[config.mk]
export PLATFORM = sky130hd
export DESIGN_NAME = cpu_register_file_with_flags_and_stack_core_flat
export DESIGN_NICKNAME = d
export VERILOG_FILES = /design/src/sv/crf_pkg.sv /design/src/sv/crf_if.sv /design/src/sv/crf_ctrl.sv /design/src/sv/crf_dp.sv /design/src/sv/cpu_register_file_with_flags_and_stack_core.sv /design/src/flat_wrapper.sv
export VERILOG_INCLUDE_DIRS = /design/src /design/src/sv
export SDC_FILE = /design/constraint.sdc
export NUM_CORES = 1
export LEC_CHECK = 0
export ABC_CLOCK_PERIOD_IN_PS = 2850
export BUFFER_PORTS_ARGS = -buffer_cell sky130_fd_sc_hd__buf_2
export CAP_MARGIN = 0
export CORE_MARGIN = 3
export CORE_UTILIZATION = 31
export CTS_BUF_LIST = sky130_fd_sc_hd__clkbuf_8
export DETAILED_ROUTE_END_ITERATION = 7
export PLACE_DENSITY = 0.48
export SLEW_MARGIN = 0
export SYNTH_ARGS = -nofsm -noshare
export SYNTH_HDL_FRONTEND = slang
export SYNTH_SLANG_ARGS = --single-unit
[constraint.sdc]
create_clock -name clk_i -period 2.85 [get_ports clk_i]
set_clock_uncertainty 0.1 [all_clocks]
set_input_delay 0.57 -clock clk_i [delete_from_list [all_inputs] [get_ports clk_i]]
set_output_delay 0.57 -clock clk_i [all_outputs]
set_load 0.005 [all_outputs]
[src/sv/assert_macros.svh]
// Assertion helpers for the RTL.
`ifndef ASSERT_MACROS_SVH
`define ASSERT_MACROS_SVH

`ifndef SYNTH

// Check a property on every rising edge, held off while reset is asserted.
`define CRF_ASSERT(lbl, clk, rst_n, prop, msg) \
  lbl: assert property (@(posedge clk) disable iff (!rst_n) prop) else $error(msg);

// Check a property on every rising edge, during reset too.
`define CRF_ASSERT_ALWAYS(lbl, clk, prop, msg) \
  lbl: assert property (@(posedge clk) prop) else $error(msg);

`else

`define CRF_ASSERT(lbl, clk, rst_n, prop, msg)
`define CRF_ASSERT_ALWAYS(lbl, clk, prop, msg)

`endif

`endif

[src/sv/crf_pkg.sv]
package crf_pkg;

  typedef enum logic [2:0] {
    OP_READ   = 3'd0,
    OP_WRITE  = 3'd1,
    OP_SETF   = 3'd2,
    OP_TEST   = 3'd3,
    OP_PUSH8  = 3'd4,
    OP_PUSH16 = 3'd5,
    OP_POP8   = 3'd6,
    OP_POP16  = 3'd7
  } op_e;

  // Register selectors
  localparam logic [3:0] SEL_A  = 4'd0;
  localparam logic [3:0] SEL_F  = 4'd1;
  localparam logic [3:0] SEL_AF = 4'd2;
  localparam logic [3:0] SEL_B  = 4'd3;
  localparam logic [3:0] SEL_C  = 4'd4;
  localparam logic [3:0] SEL_BC = 4'd5;
  localparam logic [3:0] SEL_D  = 4'd6;
  localparam logic [3:0] SEL_E  = 4'd7;
  localparam logic [3:0] SEL_DE = 4'd8;
  localparam logic [3:0] SEL_H  = 4'd9;
  localparam logic [3:0] SEL_L  = 4'd10;
  localparam logic [3:0] SEL_HL = 4'd11;
  localparam logic [3:0] SEL_SP = 4'd12;
  localparam logic [3:0] SEL_PC = 4'd13;

  // Condition codes
  localparam logic [2:0] CND_NONE = 3'd0;
  localparam logic [2:0] CND_Z    = 3'd1;
  localparam logic [2:0] CND_NZ   = 3'd2;
  localparam logic [2:0] CND_C    = 3'd3;
  localparam logic [2:0] CND_NC   = 3'd4;

  // Byte register slots
  localparam logic [2:0] IX_A = 3'd0;
  localparam logic [2:0] IX_F = 3'd1;
  localparam logic [2:0] IX_B = 3'd2;
  localparam logic [2:0] IX_C = 3'd3;
  localparam logic [2:0] IX_D = 3'd4;
  localparam logic [2:0] IX_E = 3'd5;
  localparam logic [2:0] IX_H = 3'd6;
  localparam logic [2:0] IX_L = 3'd7;

  localparam int unsigned NUM_BYTE_REGS = 8;

  // F bit positions
  localparam logic [2:0] FLAG_Z_BIT = 3'd7;
  localparam logic [2:0] FLAG_N_BIT = 3'd6;
  localparam logic [2:0] FLAG_H_BIT = 3'd5;
  localparam logic [2:0] FLAG_C_BIT = 3'd4;

  typedef struct packed {
    op_e         opcode;
    logic [3:0]  reg_sel;
    logic [15:0] wdata;
    logic [1:0]  flag_z;
    logic [1:0]  flag_n;
    logic [1:0]  flag_h;
    logic [1:0]  flag_c;
    logic [2:0]  cond;
    logic [15:0] stack_bytes;
  } req_t;

  typedef struct packed {
    logic [15:0] rdata;
    logic        cond_true;
    logic        bus_valid;
    logic        bus_write;
    logic [15:0] bus_addr;
    logic [7:0]  bus_byte;
    logic        last;
  } rsp_t;

  typedef struct packed {
    logic load;  // take the input item and register its first result
    logic step;  // register the second result of a two-byte stack operation
  } cmd_t;

  typedef struct packed {
    logic two_beat;  // input item yields two results
  } sts_t;

endpackage

[src/sv/crf_if.sv]
interface crf_req_if;
  import crf_pkg::*;

  logic          valid;
  logic          ready;
  crf_pkg::req_t data;

  modport source (output valid, output data, input ready);
  modport sink   (input valid, input data, output ready);
endinterface

interface crf_rsp_if;
  import crf_pkg::*;

  logic          valid;
  logic          ready;
  crf_pkg::rsp_t data;

  modport source (output valid, output data, input ready);
  modport sink   (input valid, input data, output ready);
endinterface

[src/sv/crf_ctrl.sv]
module crf_ctrl (
  input  logic          clk_i,
  input  logic          rst_ni,
  input  logic          in_valid_i,
  output logic          in_ready_o,
  output logic          out_valid_o,
  input  logic          out_ready_i,
  input  crf_pkg::sts_t sts_i,
  output crf_pkg::cmd_t cmd_o
);
  import crf_pkg::*;

  typedef enum logic [1:0] {
    ST_EMPTY,
    ST_FIRST,
    ST_FINAL
  } state_e;

  state_e state_q, state_d;
  logic   accept;

  // Take a new item when the output is empty or its final result leaves now.
  assign in_ready_o  = (state_q == ST_EMPTY) || ((state_q == ST_FINAL) && out_ready_i);
  assign out_valid_o = (state_q != ST_EMPTY);
  assign accept      = in_valid_i && in_ready_o;

  always_comb begin
    cmd_o.load = accept;
    cmd_o.step = (state_q == ST_FIRST) && out_ready_i;
    state_d    = state_q;
    unique case (state_q)
      ST_EMPTY: begin
        if (accept) begin
          state_d = sts_i.two_beat ? ST_FIRST : ST_FINAL;
        end
      end
      ST_FIRST: begin
        if (out_ready_i) begin
          state_d = ST_FINAL;
        end
      end
      ST_FINAL: begin
        if (accept) begin
          state_d = sts_i.two_beat ? ST_FIRST : ST_FINAL;
        end else if (out_ready_i) begin
          state_d = ST_EMPTY;
        end
      end
      default: state_d = ST_EMPTY;
    endcase
  end

  always_ff @(posedge clk_i or negedge rst_ni) begin
    if (!rst_ni) begin
      state_q <= ST_EMPTY;
    end else begin
      state_q <= state_d;
    end
  end

endmodule

[src/sv/crf_dp.sv]
module crf_dp (
  input  logic          clk_i,
  input  logic          rst_ni,
  input  crf_pkg::req_t req_i,
  input  crf_pkg::cmd_t cmd_i,
  output crf_pkg::sts_t sts_o,
  output crf_pkg::rsp_t rsp_o
);
  import crf_pkg::*;

  logic [7:0]  regs_q [NUM_BYTE_REGS];
  logic [7:0]  regs_d [NUM_BYTE_REGS];
  logic [15:0] sp_q, sp_d;
  logic [15:0] pc_q, pc_d;
  logic        pend_push_q;
  logic [15:0] pend_data_q;
  rsp_t        out_q;
  rsp_t        res_first;
  rsp_t        res_second;
  logic [15:0] rd_val;
  logic [15:0] sp_m1;
  logic [15:0] sp_p1;
  logic        flag_z_cur;
  logic        flag_c_cur;
  logic        cond_ok;

  assign sp_m1      = sp_q - 16'd1;
  assign sp_p1      = sp_q + 16'd1;
  assign flag_z_cur = regs_q[IX_F][FLAG_Z_BIT];
  assign flag_c_cur = regs_q[IX_F][FLAG_C_BIT];
  assign sts_o.two_beat = (req_i.opcode == OP_PUSH16) || (req_i.opcode == OP_POP16);
  assign rsp_o = out_q;

  always_comb begin
    unique case (req_i.reg_sel)
      SEL_A:   rd_val = {8'h00, regs_q[IX_A]};
      SEL_F:   rd_val = {8'h00, regs_q[IX_F]};
      SEL_AF:  rd_val = {regs_q[IX_A], regs_q[IX_F]};
      SEL_B:   rd_val = {8'h00, regs_q[IX_B]};
      SEL_C:   rd_val = {8'h00, regs_q[IX_C]};
      SEL_BC:  rd_val = {regs_q[IX_B], regs_q[IX_C]};
      SEL_D:   rd_val = {8'h00, regs_q[IX_D]};
      SEL_E:   rd_val = {8'h00, regs_q[IX_E]};
      SEL_DE:  rd_val = {regs_q[IX_D], regs_q[IX_E]};
      SEL_H:   rd_val = {8'h00, regs_q[IX_H]};
      SEL_L:   rd_val = {8'h00, regs_q[IX_L]};
      SEL_HL:  rd_val = {regs_q[IX_H], regs_q[IX_L]};
      SEL_SP:  rd_val = sp_q;
      SEL_PC:  rd_val = pc_q;
      default: rd_val = 16'h0000;
    endcase
  end

  always_comb begin
    unique case (req_i.cond)
      CND_NONE: cond_ok = 1'b1;
      CND_Z:    cond_ok = flag_z_cur;
      CND_NZ:   cond_ok = !flag_z_cur;
      CND_C:    cond_ok = flag_c_cur;
      CND_NC:   cond_ok = !flag_c_cur;
      default:  cond_ok = 1'b0;
    endcase
  end

  // First result of the incoming item
  always_comb begin
    res_first      = '0;
    res_first.last = 1'b1;
    unique case (req_i.opcode)
      OP_READ:  res_first.rdata = rd_val;
      OP_WRITE: res_first.last  = 1'b1;
      OP_SETF:  res_first.last  = 1'b1;
      OP_TEST:  res_first.cond_true = cond_ok;
      OP_PUSH8: begin
        res_first.bus_valid = 1'b1;
        res_first.bus_write = 1'b1;
        res_first.bus_addr  = sp_m1;
        res_first.bus_byte  = req_i.wdata[7:0];
      end
      OP_PUSH16: begin
        res_first.bus_valid = 1'b1;
        res_first.bus_write = 1'b1;
        res_first.bus_addr  = sp_m1;
        res_first.bus_byte  = req_i.wdata[15:8];
        res_first.last      = 1'b0;
      end
      OP_POP8: begin
        res_first.rdata     = {8'h00, req_i.stack_bytes[7:0]};
        res_first.bus_valid = 1'b1;
        res_first.bus_addr  = sp_q;
      end
      OP_POP16: begin
        res_first.bus_valid = 1'b1;
        res_first.bus_addr  = sp_q;
        res_first.last      = 1'b0;
      end
      default: res_first = '0;
    endcase
  end

  // Second byte access of a 16-bit push or pop
  always_comb begin
    res_second           = '0;
    res_second.bus_valid = 1'b1;
    res_second.last      = 1'b1;
    if (pend_push_q) begin
      res_second.bus_write = 1'b1;
      res_second.bus_addr  = sp_m1;
      res_second.bus_byte  = pend_data_q[7:0];
    end else begin
      res_second.rdata    = pend_data_q;
      res_second.bus_addr = sp_q;
    end
  end

  // Architectural state update
  always_comb begin
    regs_d = regs_q;
    sp_d   = sp_q;
    pc_d   = pc_q;
    if (cmd_i.load) begin
      unique case (req_i.opcode)
        OP_WRITE: begin
          unique case (req_i.reg_sel)
            SEL_A:  regs_d[IX_A] = req_i.wdata[7:0];
            SEL_F:  regs_d[IX_F] = {req_i.wdata[7:4], 4'h0};
            SEL_AF: begin
              regs_d[IX_A] = req_i.wdata[15:8];
              regs_d[IX_F] = {req_i.wdata[7:4], 4'h0};
            end
            SEL_B:  regs_d[IX_B] = req_i.wdata[7:0];
            SEL_C:  regs_d[IX_C] = req_i.wdata[7:0];
            SEL_BC: begin
              regs_d[IX_B] = req_i.wdata[15:8];
              regs_d[IX_C] = req_i.wdata[7:0];
            end
            SEL_D:  regs_d[IX_D] = req_i.wdata[7:0];
            SEL_E:  regs_d[IX_E] = req_i.wdata[7:0];
            SEL_DE: begin
              regs_d[IX_D] = req_i.wdata[15:8];
              regs_d[IX_E] = req_i.wdata[7:0];
            end
            SEL_H:  regs_d[IX_H] = req_i.wdata[7:0];
            SEL_L:  regs_d[IX_L] = req_i.wdata[7:0];
            SEL_HL: begin
              regs_d[IX_H] = req_i.wdata[15:8];
              regs_d[IX_L] = req_i.wdata[7:0];
            end
            SEL_SP:  sp_d = req_i.wdata;
            SEL_PC:  pc_d = req_i.wdata;
            default: sp_d = sp_q;
          endcase
        end
        OP_SETF: begin
          // Codes of two or more keep the flag.
          if (!req_i.flag_z[1]) regs_d[IX_F][FLAG_Z_BIT] = req_i.flag_z[0];
          if (!req_i.flag_n[1]) regs_d[IX_F][FLAG_N_BIT] = req_i.flag_n[0];
          if (!req_i.flag_h[1]) regs_d[IX_F][FLAG_H_BIT] = req_i.flag_h[0];
          if (!req_i.flag_c[1]) regs_d[IX_F][FLAG_C_BIT] = req_i.flag_c[0];
        end
        OP_PUSH8, OP_PUSH16: sp_d = sp_m1;
        OP_POP8, OP_POP16:   sp_d = sp_p1;
        default:             sp_d = sp_q;
      endcase
    end else if (cmd_i.step) begin
      sp_d = pend_push_q ? sp_m1 : sp_p1;
    end
  end

  always_ff @(posedge clk_i or negedge rst_ni) begin
    if (!rst_ni) begin
      regs_q <= '{default: 8'h00};
      sp_q   <= 16'h0000;
      pc_q   <= 16'h0000;
    end else begin
      regs_q <= regs_d;
      sp_q   <= sp_d;
      pc_q   <= pc_d;
    end
  end

  always_ff @(posedge clk_i) begin
    if (cmd_i.load) begin
      out_q       <= res_first;
      pend_push_q <= (req_i.opcode == OP_PUSH16);
      pend_data_q <= (req_i.opcode == OP_PUSH16) ? req_i.wdata : req_i.stack_bytes;
    end else if (cmd_i.step) begin
      out_q <= res_second;
    end
  end

endmodule

[src/sv/cpu_register_file_with_flags_and_stack_core.sv]
// A result is presented in the cycle after its input transaction is accepted. Register,
// flag and 8-bit stack operations go at one item per cycle unless the output stalls;
// 16-bit push and pop make their two byte accesses in turn through the result register.
// The single result register sets the rate: a new item enters as its final result leaves.
// Reset (rst_ni low, asynchronous): A, F, B, C, D, E, H, L, SP and PC clear to zero
// and the output goes empty.
`include "assert_macros.svh"

module cpu_register_file_with_flags_and_stack_core (
  input  logic clk_i,
  input  logic rst_ni,
  crf_req_if.sink   req_i,
  crf_rsp_if.source rsp_o
);
  import crf_pkg::*;

  cmd_t cmd;
  sts_t sts;
  logic in_ready;
  logic out_valid;
  rsp_t rsp_data;

  // Controller: sequences the load of a new item and, for 16-bit stack
  // operations, the second byte access once the first has been taken.
  crf_ctrl u_ctrl (
    .clk_i      (clk_i),
    .rst_ni     (rst_ni),
    .in_valid_i (req_i.valid),
    .in_ready_o (in_ready),
    .out_valid_o(out_valid),
    .out_ready_i(rsp_o.ready),
    .sts_i      (sts),
    .cmd_o      (cmd)
  );

  // Datapath: register file, flags, SP/PC and the result register.
  crf_dp u_dp (
    .clk_i (clk_i),
    .rst_ni(rst_ni),
    .req_i (req_i.data),
    .cmd_i (cmd),
    .sts_o (sts),
    .rsp_o (rsp_data)
  );

  assign req_i.ready = in_ready;
  assign rsp_o.valid = out_valid;
  assign rsp_o.data  = rsp_data;

  // Never overwrite a result that is still waiting.
  `CRF_ASSERT(a_no_overwrite, clk_i, rst_ni,
              !(req_i.valid && req_i.ready && rsp_o.valid && !rsp_o.ready),
              "input accepted over a stalled result")
  // Hold off new input while the first half of a two-byte access is out.
  `CRF_ASSERT(a_first_blocks, clk_i, rst_ni,
              (rsp_o.valid && !rsp_o.data.last) |-> !req_i.ready,
              "input ready while a second byte is pending")
  // A 16-bit push or pop presents a non-final first result next cycle.
  `CRF_ASSERT(a_two_beat, clk_i, rst_ni,
              (req_i.valid && req_i.ready && (req_i.data.opcode == OP_PUSH16 ||
               req_i.data.opcode == OP_POP16)) |=> (rsp_o.valid && !rsp_o.data.last),
              "two-byte access did not start")
  // Output is empty right out of reset.
  `CRF_ASSERT_ALWAYS(a_reset_empty, clk_i,
                     $rose(rst_ni) |-> !rsp_o.valid,
                     "result valid right after reset")

endmodule

[src/flat_wrapper.sv]
// flat-port wrapper written by rule: the top's interface ports become plain ports
module cpu_register_file_with_flags_and_stack_core_flat import crf_pkg::*;
  (clk_i, rst_ni, req_i_valid, req_i_data, req_i_ready, rsp_o_valid, rsp_o_data, rsp_o_ready);
  crf_req_if req_i_i ();
  crf_rsp_if rsp_o_i ();
  input  logic clk_i;
  input  logic rst_ni;
  input wire logic [$bits(req_i_i.valid)-1:0] req_i_valid;
  input wire logic [$bits(req_i_i.data)-1:0] req_i_data;
  output wire logic [$bits(req_i_i.ready)-1:0] req_i_ready;
  output wire logic [$bits(rsp_o_i.valid)-1:0] rsp_o_valid;
  output wire logic [$bits(rsp_o_i.data)-1:0] rsp_o_data;
  input wire logic [$bits(rsp_o_i.ready)-1:0] rsp_o_ready;
  assign req_i_i.valid = req_i_valid;
  assign req_i_i.data = req_i_data;
  assign req_i_ready = req_i_i.ready;
  assign rsp_o_valid = rsp_o_i.valid;
  assign rsp_o_data = rsp_o_i.data;
  assign rsp_o_i.ready = rsp_o_ready;
  cpu_register_file_with_flags_and_stack_core u_core (.clk_i(clk_i), .rst_ni(rst_ni), .req_i(req_i_i), .rsp_o(rsp_o_i));
endmodule
==> results.yml, run 1 <==
status:
  status: "finished, final reports clean"
cts:
  clock_insertion_delay_at_the_later_pin_of_the_skew_report_ps: 470
  tritoncts_clock_tree: "done"
  cts_repair_resize_count: 0
  clock_sinks: 155
  total_of_hold_buffers_inserted_after_clock_tree_synthesis: 1
  ctsHtreeMaxLevel: 4
  clock-root-buffer: "clkbuf_8"
  post_cts_setup_repair_buffer_count: 0
  cts_buffer_depth: 2
  num_cts_buffers: 17
  clock_pin_slew_worst_setup_and_hold_paths_ps: 110
synth:
  biggest_area_consumer_among_synthesized_cells: "dfrtp_1"
  yosys.area_share.simple_pct: 17.5
  synth_cells: 950
  synth_compound_area_share_pct: 19.5
  synth_top_area_share_pct: 26.1
  syn-cell-area_um2: 9010
  synth.area.mux_share_pct: 10.1
  yosys_register_bits: 155
  synthDistinctLibCells: 68
  synth-edff-count: 61
  synth_top_family_by_area: "compound AO/OA/AOI/OAI gates"
  synth_fp_nets: 1008
  seq_area_frac_synth_pct: 46.4
  async_flop_share_pct: 60.6
  post_synth.cell_area_avg_um2: 9.49
  synth_warnings: 0
  synth_top_cells_by_area: "dfrtp_1, edfxtp_1, nand2_1, mux2_2, mux2i_1"
  synthXorXnorAreaFrac_pct: 1.46
  adder_cell_area_share_of_the_yosys_netlist_pct: 0.555
  synth-main-ff-cell: "dfrtp_1"
setup_path:
  critical_path.top_delay_family: "simple AND/OR/NAND/NOR gates"
  category_of_the_most_critical_setup_path: "reg2reg"
  timing.critical_path.cells: "inv_1, ha_1, or4b_4, nor4_4, a22o_1, o32ai_2, nor4_1, nor3_1"
  startpoint_type: "flop"
  crit_path_max_fanout: 7
  worst-path-buf-inv: 1
  crit_path_top_delay_cell: "dfrtp_1"
  critical_path.max_stage_delay_ps: 510
  endpoint_kind_of_the_worst_setup_timing_path: "flop"
  cp.required_ps: 3080
  arrival_time_reported_for_the_critical_path_endpoint_ps: 2930
drt:
  drtIter0Drc: 790
  total_number_of_vias: 8132
  drt-pass1-iter-count: 8
  routed_wirelength_um: 34100
  final_antenna_net_count: 0
  route.detailed.drc: 0
  drt-vias-per-instance: 5.56
  drt-wirelength-per-cell_um: 23.3
final_layout:
  antenna_cells_inserted: 0
  final_nets: 1129
  layout_common_cells: "nand2_1, buf_2, dfrtp_1, buf_4, a21oi_1"
  synthToLayoutAreaGrowth_pct: 19.6
  final_layout_size_suffix_gt1_share_pct: 26.2
  finish.cell_count_without_fillers: 1462
  mostFrequentLayoutCell: "nand2_1"
global_route:
  grt_remaining_overflow: 0
  grt_max_degree: 45
  antenna_violations_before_repair: 0
  gr-usage-all-layers_pct: 21.8
  vias_in_the_first_global_route: 7898
  grt_pass1_wl_um: 50800
sta:
  final_max_slew_viol_count: 0
  timing.final.hold_violations: 0
  worst_slew_margin_rel_pct: 56.7
  timing.final.setup_violations: 0
  timing.final.crit_share_pct: 94.9
  grt_setup_unrepaired: "no"
  fmax_mhz: 370
  tightestPinTransition_ps: 647
  layout_min_cycle_time_ps: 2710
  timing.setup.tns_ps: 0
place:
  detailed_place_hpwl_um: 24700
  gpl.final_weighted_congestion: 0.925
  port-buffer-count: 99
  dpl.cell_count: 1429
min_path:
  holdCritPathClass: "in2reg"
pwr:
  power_per_cell_area_nw_per_um2: 661
  worst_ir_drop_vdd_uv: 244
  power.static_leakage_nw: 4.45
die:
  io_pins: 100
  num_rows: 61
  initial_utilization_pct: 31.9
  dieHeight_um: 177
  floorplan.die_area_um2: 31200
  coreArea_um2: 28200
  chipWidth_um: 177
run:
  count_of_maximum_capacitance_violations: 0
[metal layers]
| metal | vias to the layer above | share of wire, % | global-route usage, % | wire length (µm) |
|---|---|---|---|---|
| li1 | 3761 | - | - | - |
| met1 | 4000 | 43 | 29.2 | 14700 |
| met2 | 318 | 48 | 35.3 | 16200 |
| met3 | 53 | 6.4 | 4.15 | 2180 |
| met4 | 0 | 3.0 | 7.46 | 1010 |
| met5 | - | 0 | 0 | 0 |
[stage by stage]
step | cell area, µm² | hold slack [ps] | util, % | total power [mW] | setup slack [ps]
final | 10800 | 256 | 38.2 | 7.13 | 145
after global routing | 10800 | 248 | 38.2 | 7.48 | 55.5
after CTS | 10800 | 236 | 38.2 | 7.13 | 231
after detailed placement | 10300 | 388 | 36.5 | 5.20 | 24.1
after global placement | 10300 | 385 | 36.5 | 5.18 | 4.87
after floorplan | 9010 | 174 | - | 4.31 | 339
[area by class of cell]
type	instances	area, µm²
multi-input cells	698	4440
repair buffers	182	1170
clock inverters	15	211
inverters	17	63.8
well taps	378	473
flip-flops and latches	155	4180
fillers	2858	17500
clock buffers	17	234
[cell usage after synthesis (5+ instances only)]
master,instances
nand2_1,141
dfrtp_1,94
a21oi_1,69
o21ai_0,68
edfxtp_1,61
nor2_1,60
clkbuf_1,51
mux2_2,44
mux2i_1,41
nor3_1,27
buf_2,20
a222oi_1,18
a22oi_1,16
a31oi_1,16
nand3_1,16
inv_1,14
nor2b_1,12
xnor2_1,12
a21o_1,9
nand2b_1,9
or3_1,9
a221oi_1,7
nor4_1,7
o22ai_1,7
or2_2,7
a221o_1,6
a22o_1,6
a32o_1,6
and3_1,6
buf_1,6
nand4_1,6
nor3_2,6
o221ai_1,5
[flip-flops by register name (all words and copies together) (netlist names)]
| register | flops |
|---|---|
| u_core.u_dp.sp_q | 16 |
| u_core.u_ctrl.state_q | 2 |
| u_core.u_dp.rsp_o | 44 |
| u_core.u_dp.pc_q | 16 |
| u_core.u_dp.regs_q | 58 |
| u_core.u_dp.flag_z_cur | 1 |
| u_core.u_dp.pend_data_q | 16 |
| u_core.u_dp.flag_c_cur | 1 |
| u_core.u_dp.pend_push_q | 1 |
[path summary, 6_finish.rpt]
path / cells after the start / startpoint / end / slack (ps)
setup / recovery: 8 / u_core.u_dp.sp_q[1] / u_core.u_dp.sp_q[12] / 140
hold / removal: 2 / rsp_o_ready / u_core.u_ctrl.state_q[0] / 260
setup reg to reg: 8 / u_core.u_dp.sp_q[1] / u_core.u_dp.sp_q[12] / 140
hold reg to reg: 1 / u_core.u_dp.regs_q[38] / u_core.u_dp.regs_q[38] / 410
max in group asynchronous: 3 / rst_ni / u_core.u_dp.regs_q[26] / 1490
min in group asynchronous: 2 / rst_ni / u_core.u_dp.pc_q[8] / 430
[power breakdown]
group / internal [mW] / total, mW / switching (mW)
Clock: 0.973 / 1.94 / 0.968
Sequential: 2.73 / 3.15 / 0.421
Combinational: 0.843 / 2.03 / 1.19
[logic make-up (layout without fill, tap and decap cells)]
kind of cell               count (synthesis)  after routing
muxes                                     85             85
DFF                                      155            155
AOI/OAI and AO/OA                        267            267
xor gates and xnor gates                  15             15
buffers and inverters                     97            231
adders and majority gates                  4              4
and+or+nand+nor                          327            327
Power figures use the tool's default switching activity.
==> run 2: changes to the inputs <==
--- a/config.mk
+++ b/config.mk
@@ -6,14 +6,15 @@
 export SDC_FILE = /design/constraint.sdc
 export NUM_CORES = 1
 export LEC_CHECK = 0
-export ABC_CLOCK_PERIOD_IN_PS = 2850
+export ABC_CLOCK_PERIOD_IN_PS = 2700
 export BUFFER_PORTS_ARGS = -buffer_cell sky130_fd_sc_hd__buf_2
 export CAP_MARGIN = 0
 export CORE_MARGIN = 3
 export CORE_UTILIZATION = 31
 export CTS_BUF_LIST = sky130_fd_sc_hd__clkbuf_8
 export DETAILED_ROUTE_END_ITERATION = 7
-export PLACE_DENSITY = 0.48
+export HOLD_SLACK_MARGIN = 0.06
+export PLACE_DENSITY = 0.47
 export SLEW_MARGIN = 0
 export SYNTH_ARGS = -nofsm -noshare
 export SYNTH_HDL_FRONTEND = slang
==> constraint.sdc (replaced) <==
create_clock -name clk_i -period 2.7 [get_ports clk_i]
set_clock_uncertainty 0.1 [all_clocks]
set_input_delay 0.54 -clock clk_i [delete_from_list [all_inputs] [get_ports clk_i]]
set_output_delay 0.54 -clock clk_i [all_outputs]
set_load 0.005 [all_outputs]
==> run 2 against run 1 <==
  * Core utilization grew 0.14 points
  * Via count increased by 0.73%
  * Critical path type unchanged
  * Worst hold slack got worse by 32 ps
  * Sequential power is 4% higher
  * Critical path depth is 2 lower
==> results.yml, run 2 (synthesis results as in run 1) <==
status:
  status: "finished, final reports clean"
sta:
  fmax_mhz: 397
  timing.final.crit_share_pct: 93.4
  grt_setup_unrepaired: "no"
  tightestPinTransition_ps: 647
  final_max_slew_viol_count: 0
  worst_slew_margin_rel_pct: 56.6
  layout_min_cycle_time_ps: 2520
  timing.final.setup_violations: 0
  finalHoldWorstSlack_ps: 224
  timing.final.hold_violations: 0
  final_critical_path_setup_slack_ps: 179
place:
  dpl.cell_count: 1444
  gpl.final_weighted_congestion: 0.935
  detailed_place_hpwl_um: 25100
  port-buffer-count: 99
  preCtsSetupSlack_ps: -151
global_route:
  grt_max_degree: 95
  gr-usage-all-layers_pct: 22.4
  vias_in_the_first_global_route: 8010
  antenna_violations_before_repair: 1
  grt_pass1_wl_um: 52300
  grt_remaining_overflow: 0
min_path:
  hold_end: "u_core.u_ctrl.state_q[0]"
  min_from: "rsp_o_ready"
  min_delay_path_depth: 2
  holdCritPathClass: "in2reg"
setup_path:
  arrival_time_reported_for_the_critical_path_endpoint_ps: 2760
  worst-r2r-cell-count: 6
  startpoint_type: "flop"
  cp.required_ps: 2940
  crit_path_max_fanout: 9
  crit-reg2reg-launch: "u_core.u_dp.sp_q[4]"
  crit_path_top_delay_cell: "or4b_4"
  category_of_the_most_critical_setup_path: "reg2reg"
  timing.critical_path.from: "u_core.u_dp.sp_q[4]"
  reg2reg_to: "u_core.u_dp.sp_q[12]"
  endpoint_kind_of_the_worst_setup_timing_path: "flop"
  timing.critical_path.cells: "or4b_4, nor4_4, a22o_1, o32ai_2, nor4_1, nor3_1"
  critical_path.max_stage_delay_ps: 680
  reg2reg_setup_slack_ps: 180
drt:
  route.detailed.drc: 0
  total_number_of_vias: 8191
  routed_wirelength_um: 34500
  drt-pass1-iter-count: 8
  drt-wirelength-per-cell_um: 23.4
  drtIter0Drc: 848
  final_antenna_net_count: 0
  drt-vias-per-instance: 5.55
cts:
  num_cts_buffers: 17
  ctsHtreeMaxLevel: 4
  clock_insertion_delay_at_the_later_pin_of_the_skew_report_ps: 470
  clock_sinks: 155
  tritoncts_clock_tree: "done"
  clock-root-buffer: "clkbuf_8"
  cts_buffer_depth: 2
  clock_pin_slew_worst_setup_and_hold_paths_ps: 100
  post_cts_setup_repair_buffer_count: 0
final_layout:
  antenna_cells_inserted: 0
  fill_cells: 2894
  final_nets: 1144
  layout_common_cells: "nand2_1, buf_2, buf_4, dfrtp_1, a21oi_1"
  mostFrequentLayoutCell: "nand2_1"
  synthToLayoutAreaGrowth_pct: 20.0
  multiInputGateArea_um2: 4440
  finish.cell_count_without_fillers: 1477
  registers.top_by_ff_count: "u_core.u_dp.regs_q"
  ff_latch_area_um2: 4180
  largest_register_ff_count: 58
  final_layout_size_suffix_gt1_share_pct: 27.1
die:
  coreArea_um2: 28200
  num_rows: 61
  io_pins: 100
  chipWidth_um: 177
  floorplan.die_area_um2: 31200
  dieHeight_um: 177
  initial_utilization_pct: 31.9
run:
  count_of_maximum_capacitance_violations: 0
pwr:
  worst_ir_drop_vdd_uv: 249
  power_per_cell_area_nw_per_um2: 671
  power.static_leakage_nw: 4.50
[run 2: layout make-up]
cell class | instances | share of cell area (%)
Timing Repair Buffer | 197 | 11.9
Tap cell | 378 | 4.37
Sequential cell | 155 | 38.7
Clock inverter | 15 | 1.28
Clock buffer | 17 | 2.16
Inverter | 17 | 0.590
Multi-Input combinational cell | 698 | 41.0
[run 2: metrics by stage]
step / area (µm²) / total power [mW] / setup TNS [ps] / utilization [%]
2_1_floorplan: 9010 / 4.55 / 0 / -
3_3_place_gp: 10400 / 5.53 / -414 / 36.9
3_5_place_dp: 10400 / 5.54 / -305 / 36.9
4_1_cts: 10800 / 7.28 / 0 / 38.3
5_1_grt: 10800 / 7.66 / 0 / 38.3
6_report: 10800 / 7.25 / 0 / 38.3
[run 2: critical path, delay by kind of cell (launching register included)]
| family | cells | cell delay (ps) |
|---|---|---|
| and+or+nand+nor | 4 | 1370 |
| DFF | 1 | 550 |
| AOI/OAI and AO/OA | 2 | 370 |
[run 2: where the power goes]
part | internal, mW | leakage [nW] | switching, mW
logic | 0.919 | 2.49 | 1.32
clock network | 0.743 | 0.184 | 1.00
registers | 2.89 | 1.82 | 0.387
[run 2: routing by layer]
layer  vias to the layer above  wire (µm)  track usage [%]
met5                         -         13                0
met4                         2        724             6.22
met3                        48       1890             3.46
met2                       312      16600             37.0
met1                      4033      15300             30.6
li1                       3796          -                -
[run 2: timing repair]
action,4_1_cts,5_1_grt
endpoints found under the setup margin,0,0
gates resized for setup,0,0
hold buffers,1,0
hold endpoints to repair,36,0
[run 2: worst max path at each step]
stage | endpoint | cells past startpoint
after floorplan | u_core.u_dp.sp_q[12] | 10
after global placement | u_core.u_dp.rsp_o[28] | 8
after detailed placement | u_core.u_dp.rsp_o[33] | 6
after CTS | u_core.u_dp.sp_q[12] | 6
after global routing | u_core.u_dp.sp_q[12] | 6
final | u_core.u_dp.sp_q[12] | 6
